File: src/bsc_pkg.sv
// Shared types, codes and constants of the stack bytecode core.
package bsc_pkg;

    localparam int PAY_W   = 64;
    localparam int TYPE_W  = 2;
    localparam int ENTRY_W = PAY_W + TYPE_W;
    localparam int IDX_W   = 8;

    localparam logic [1:0] MODE_LOAD    = 2'd0;
    localparam logic [1:0] MODE_EXEC    = 2'd1;
    localparam logic [1:0] MODE_RESTART = 2'd2;

    localparam logic [7:0] OP_PUSHC = 8'd1;
    localparam logic [7:0] OP_PUSH0 = 8'd2;
    localparam logic [7:0] OP_TRUE  = 8'd3;
    localparam logic [7:0] OP_FALSE = 8'd4;
    localparam logic [7:0] OP_ADD   = 8'd5;
    localparam logic [7:0] OP_SUB   = 8'd6;
    localparam logic [7:0] OP_MUL   = 8'd7;
    localparam logic [7:0] OP_DIV   = 8'd8;
    localparam logic [7:0] OP_JUMP  = 8'd9;
    localparam logic [7:0] OP_PRINT = 8'd12;
    localparam logic [7:0] OP_RET   = 8'd13;

    localparam logic [TYPE_W-1:0] TYPE_INT  = 2'd0;
    localparam logic [TYPE_W-1:0] TYPE_BOOL = 2'd2;

    typedef enum logic [2:0] {
        STS_OK, STS_OVER, STS_UNDER, STS_DIVZ, STS_UNDEF, STS_HALT
    } t_status;

    typedef enum logic [2:0] {
        ST_IDLE, ST_ISSUE, ST_PUSHC, ST_RDA, ST_ALU_GO, ST_ALU_WAIT, ST_PRINT, ST_DONE
    } t_state;

    typedef enum logic [1:0] {ALU_IDLE, ALU_DIV, ALU_FIX, ALU_DONE} t_alu_state;

    typedef enum logic [1:0] {ALU_ADD, ALU_SUB, ALU_MUL, ALU_DIVIDE} t_alu_op;

    typedef struct packed {
        logic        start;
        t_alu_op     op;
        logic [31:0] a;
        logic [31:0] b;
    } t_alu_req;

    typedef struct packed {
        logic        done;
        logic        divz;
        logic [31:0] result;
    } t_alu_rsp;

endpackage

File: src/bsc_alu.sv
// Shared 32-bit ALU: add, subtract, multiply and iterative signed divide.
module bsc_alu import bsc_pkg::*; (
    input  logic     i_clk,
    input  logic     i_rst_n,
    input  t_alu_req i_req,
    output t_alu_rsp o_rsp
);

    t_alu_state  r_state, n_state;
    logic [31:0] r_res, n_res;
    logic        r_divz, n_divz;
    logic [4:0]  r_cnt, n_cnt;
    logic [31:0] r_rem, n_rem;
    logic [31:0] r_quo, n_quo;
    logic [31:0] r_div, n_div;
    logic        r_neg, n_neg;

    logic [32:0] rem_sh;
    logic [32:0] diff;
    logic [31:0] mag_a;
    logic [31:0] mag_b;

    assign rem_sh = {r_rem, r_quo[31]};
    assign diff   = rem_sh - {1'b0, r_div};
    assign mag_a  = i_req.a[31] ? -i_req.a : i_req.a;
    assign mag_b  = i_req.b[31] ? -i_req.b : i_req.b;

    always_comb begin
        n_state = r_state;
        unique case (r_state)
            ALU_IDLE: begin
                if (i_req.start) begin
                    if (i_req.op == ALU_DIVIDE && i_req.b != 32'd0) begin
                        n_state = ALU_DIV;
                    end else begin
                        n_state = ALU_DONE;
                    end
                end
            end
            ALU_DIV: begin
                if (r_cnt == 5'd31) begin
                    n_state = ALU_FIX;
                end
            end
            ALU_FIX:  n_state = ALU_DONE;
            ALU_DONE: n_state = ALU_IDLE;
            default:  n_state = ALU_IDLE;
        endcase
    end

    always_comb begin
        n_res  = r_res;
        n_divz = r_divz;
        n_cnt  = r_cnt;
        n_rem  = r_rem;
        n_quo  = r_quo;
        n_div  = r_div;
        n_neg  = r_neg;
        unique case (r_state)
            ALU_IDLE: begin
                if (i_req.start) begin
                    n_divz = 1'b0;
                    case (i_req.op)
                        ALU_ADD: n_res = i_req.a + i_req.b;
                        ALU_SUB: n_res = i_req.a - i_req.b;
                        ALU_MUL: n_res = i_req.a * i_req.b;
                        default: begin
                            n_divz = (i_req.b == 32'd0);
                            n_res  = 32'd0;
                            n_rem  = 32'd0;
                            n_quo  = mag_a;
                            n_div  = mag_b;
                            n_neg  = i_req.a[31] ^ i_req.b[31];
                            n_cnt  = 5'd0;
                        end
                    endcase
                end
            end
            ALU_DIV: begin
                n_cnt = r_cnt + 5'd1;
                if (!diff[32]) begin
                    n_rem = diff[31:0];
                    n_quo = {r_quo[30:0], 1'b1};
                end else begin
                    n_rem = rem_sh[31:0];
                    n_quo = {r_quo[30:0], 1'b0};
                end
            end
            ALU_FIX: n_res = r_neg ? -r_quo : r_quo;
            default: ;
        endcase
    end

    always_ff @(posedge i_clk) begin
        if (!i_rst_n) begin
            r_state <= ALU_IDLE;
        end else begin
            r_state <= n_state;
        end
    end

    always_ff @(posedge i_clk) begin
        r_res  <= n_res;
        r_divz <= n_divz;
        r_cnt  <= n_cnt;
        r_rem  <= n_rem;
        r_quo  <= n_quo;
        r_div  <= n_div;
        r_neg  <= n_neg;
    end

    assign o_rsp.done   = (r_state == ALU_DONE);
    assign o_rsp.divz   = r_divz;
    assign o_rsp.result = r_res;

endmodule

File: config.mk
export PLATFORM = sky130hd
export DESIGN_NAME = bsc_alu
export DESIGN_NICKNAME = d
export VERILOG_FILES = /design/src/bsc_pkg.sv /design/src/bsc_alu.sv
export SDC_FILE = /design/constraint.sdc
export NUM_CORES = 2
export LEC_CHECK = 0
export ABC_AREA = 1
export ABC_CLOCK_PERIOD_IN_PS = 8700
export BUFFER_PORTS_ARGS = -buffer_cell sky130_fd_sc_hd__buf_2
export CAP_MARGIN = 20
export CORE_MARGIN = 1
export CORE_UTILIZATION = 38
export CTS_CLUSTER_SIZE = 16
export DETAILED_ROUTE_END_ITERATION = 6
export PLACE_DENSITY_LB_ADDON = 0.2
export SETUP_SLACK_MARGIN = 0.1
export SLEW_MARGIN = 20
export SYNTH_ARGS = -nofsm -noshare
export SYNTH_HDL_FRONTEND = slang
export SYNTH_SLANG_ARGS = --single-unit
File: constraint.sdc
create_clock -name i_clk -period 8.7 [get_ports i_clk]
set_clock_uncertainty 0.05 [all_clocks]
set_input_delay 1.74 -clock i_clk [delete_from_list [all_inputs] [get_ports i_clk]]
set_output_delay 1.74 -clock i_clk [all_outputs]
set_load 0.02 [all_outputs]
==> results.ini <==
[detailed_routing]
vias=25270
post_drt_via_cell_ratio=4.929
drt_pre_antenna_iters=6
drc_errors=0
drt_total_wl_um=99280
initialDrtViolationCount=2078
final_antenna_net_count=0
wl_per_cell_um=19.36

[outcome]
run_status=completed

[setup_path]
cp_max_fanout=10
slowest_stage=sky130_fd_sc_hd__fa_1
r2r_start=r_quo[31]
ff2ff_setup_slack_ns=5.27
worst_setup_path_start_kind=input port
cp_num_buf_inv=9
r2r.worst_path.cells=18
critical_path.endpoint_type=flop
critical-path-top-cell-by-count=sky130_fd_sc_hd__fa_1
worst-endpoint-required_ns=8.83
critical_path_class=in2reg
timing.rr.end=r_rem[1]
worstPathArrival_ns=8.40
max_stage_delay_ns=0.56
crit_family=adder cells

[logic_synthesis]
syn-cell-area_um2=29130
synth_sequential_area_ratio_pct=14.05
synth-edff-count=135
synth-async-reset-ratio_pct=0
syn-mean-instance-area_um2=7.259
synth.lib_cells_used.distinct=60
netlist_instances=4013
mappedNetlistNets=4688
ys_seq_elements=137
postSynth.topFlopCell=sky130_fd_sc_hd__edfxtp_1
synth_warnings=0

[clocking]
clk_transition_reported_paths_ns=0.07
clock_latency_at_the_later_pin_of_the_worst_skew_pair_ns=0.45
clock_path_buffers=2
cts_tree=done
cts-resized-gates=0
post_cts.repair.setup_buffers=0
numClockSinks=137
post_cts_hold_buffer_count=0
numCtsBuffers=17
clk_root_buffer_cell=sky130_fd_sc_hd__clkbuf_16
level_count_of_the_clock_h_tree=4

[finish]
areaGrowthSynthToFinish_pct=9.084
num-nets-final=4753
post_route_cells_drive_above_1_share_pct=8.262
filler_cell_count=7935

[global_routing]
grt_overall_usage_pct=25.86
maximum_number_of_pins_on_one_net_before_global_route_repair=65
grt_pass1_vias=25111
grt_pass1_wl_um=152100
antenna_found_initial=10
grt_overflow_total=0

[floorplanning]
initial_utilization_pct=38.36
core_rows=101
design.die.area_um2=77770
die_w_um=278.9
io_pins=103
core-area_um2=75950
die_height_um=278.9

[place]
place.gp.congestion=0.9913
port_buffers=102
dp_hpwl_um=82500

[timing]
layout_worst_path_cycle_share_pct=95.07
timing.final.setup_violations=0
report.final.hold_viol_count=0
whs_ns=0.4672
timing.slew.headroom_pct=27.39
worst_pin_slew_ns=1.078
slew_viol_final=0
timing.final.crit_period_ns=8.271
rsz0062_at_grt=no
max_freq_mhz=120.9

[run]
max_cap_violations=0

[hold_path]
worst_hold_path.endpoint=r_state[1]
min_delay_path_depth=2
hold_path_class=reg2reg
min_from=r_state[1]

==> final cells by class <==
type	count	area [um2]	share of cell area [%]
Multi-Input combinational cell	2732	20660	65.02
Sequential cell	137	4094	12.88
Inverter	958	3596	11.32
Timing Repair Buffer	232	1562	4.914
Tap cell	1030	1289	4.055
Clock buffer	17	425.4	1.339
Clock inverter	15	133.9	0.4213
Antenna cell	6	15.01	0.04725
==> cells by family (layout without fill, tap and decap cells) <==
logic type | after synthesis | after routing | share of synthesized area (%)
flops | 137 | 137 | 14.05
fa+ha+maj | 606 | 606 | 36.59
compound gates | 513 | 513 | 9.604
xor+xnor | 99 | 99 | 2.976
simple gates | 1514 | 1514 | 21.66
other cells | 0 | 6 | 0
buf+inv | 1144 | 1222 | 15.12
==> cell usage after synthesis, types with 4 or more instances <==
library cell,number,area share [%]
sky130_fd_sc_hd__nand3_1,113,1.9
sky130_fd_sc_hd__a21oi_1,176,3.0
sky130_fd_sc_hd__or2_2,14,0.30
sky130_fd_sc_hd__inv_1,950,12
sky130_fd_sc_hd__nor3_2,6,0.21
sky130_fd_sc_hd__o21a_1,4,0.10
sky130_fd_sc_hd__clkbuf_1,120,1.5
sky130_fd_sc_hd__edfxtp_1,135,14
sky130_fd_sc_hd__o21bai_1,15,0.39
sky130_fd_sc_hd__ha_1,196,8.4
sky130_fd_sc_hd__nor2_2,5,0.11
sky130_fd_sc_hd__o31ai_1,4,0.10
sky130_fd_sc_hd__o21ai_2,4,0.12
sky130_fd_sc_hd__fa_1,410,28
sky130_fd_sc_hd__o21ai_1,40,0.69
sky130_fd_sc_hd__inv_2,4,0.052
sky130_fd_sc_hd__nand3_2,8,0.27
sky130_fd_sc_hd__nand2_1,1013,13
sky130_fd_sc_hd__buf_6,9,0.35
sky130_fd_sc_hd__nor2_1,246,3.2
sky130_fd_sc_hd__nor3_1,30,0.52
sky130_fd_sc_hd__nand2_2,13,0.28
sky130_fd_sc_hd__nand3b_1,14,0.36
sky130_fd_sc_hd__buf_1,27,0.35
sky130_fd_sc_hd__o21ai_0,205,3.5
sky130_fd_sc_hd__nor3_4,4,0.22
sky130_fd_sc_hd__clkinv_1,4,0.052
sky130_fd_sc_hd__xnor2_1,33,0.99
sky130_fd_sc_hd__buf_2,28,0.48
sky130_fd_sc_hd__a31oi_1,17,0.37
sky130_fd_sc_hd__nor4_1,17,0.37
sky130_fd_sc_hd__xor2_1,66,2.0
sky130_fd_sc_hd__nand4_1,15,0.32
sky130_fd_sc_hd__a21o_1,22,0.57
sky130_fd_sc_hd__nor2_4,6,0.23
==> worst max-delay path by stage <==
stage | start | endpoint | slack [ns] | cells past startpoint
after detailed placement | i_req[44] | r_res[30] | -0.0001 | 26
after global placement | i_req[44] | r_res[30] | 0.04 | 26
final | i_req[44] | r_res[30] | 0.43 | 26
after global routing | i_req[44] | r_res[30] | 0.16 | 26
after CTS | i_req[44] | r_res[30] | 0.48 | 26
after floorplan | i_req[4] | r_res[30] | 0.48 | 27
==> cells in the final DEF (no fill, tap or decap), drive strengths merged, types with 3 or more instances in the layout <==
| cell type | netlist | layout |
|---|---|---|
| nor2 | 257 | 257 |
| inv | 954 | 964 |
| a21boi | 3 | 3 |
| nand2 | 1028 | 1028 |
| clkinv | 4 | 7 |
| or2 | 17 | 17 |
| nand3 | 121 | 121 |
| diode | 0 | 6 |
| ha | 196 | 196 |
| o21bai | 16 | 16 |
| nor3 | 40 | 40 |
| edfxtp | 135 | 135 |
| a21o | 22 | 22 |
| o21ai | 249 | 249 |
| nand4 | 16 | 16 |
| nand3b | 14 | 14 |
| xnor2 | 33 | 33 |
| a31oi | 17 | 17 |
| fa | 410 | 410 |
| buf | 66 | 232 |
| o211ai | 3 | 3 |
| o21a | 4 | 4 |
| a21oi | 178 | 178 |
| o22ai | 3 | 3 |
| nor4 | 17 | 17 |
| clkbuf | 120 | 17 |
| a211oi | 3 | 3 |
| xor2 | 66 | 66 |
| o31ai | 4 | 4 |
==> tightest hold or removal path: cells and delay by family, from the launching register on <==
kind / cells / cell delay (ns)
DFF: 1 / 0.34
and+or+nand+nor: 1 / 0.07
AOI/OAI and AO/OA: 1 / 0.06
==> routing by layer <==
layer / global-route usage (%) / vias up / wire length, um
met5: 0 / - / 22
met1: 36.74 / 12242 / 46140
met3: 2.711 / 94 / 5411
li1: - / 12263 / -
met2: 41.45 / 667 / 44800
met4: 7.580 / 4 / 2902
==> per-stage QoR <==
| stage | instances | util, % | setup TNS [ns] | cell area, um2 | worst slack (ns) |
|---|---|---|---|---|---|
| detailed placement | 5089 | 41.09 | -0.0001483 | 31200 | -0.0001483 |
| global route | 5121 | 41.82 | 0 | 31760 | 0.1623 |
| floorplan | 4013 | - | 0 | 29130 | 0.4797 |
| global placement | 5089 | 41.09 | 0 | 31200 | 0.04001 |
| CTS | 5121 | 41.82 | 0 | 31760 | 0.4803 |
| finish | 5127 | 41.84 | 0 | 31780 | 0.4293 |
==> state kept, by name (all words and copies together), names as in the netlist <==
signal	cells
r_div	32
r_quo	32
r_rem	32
r_res	32
r_cnt	5
r_state	2
r_divz	1
r_neg	1
Power is left out: the tool's default activity adds up to more than one toggle a clock period on the data nets, which glitch-free logic cannot reach.
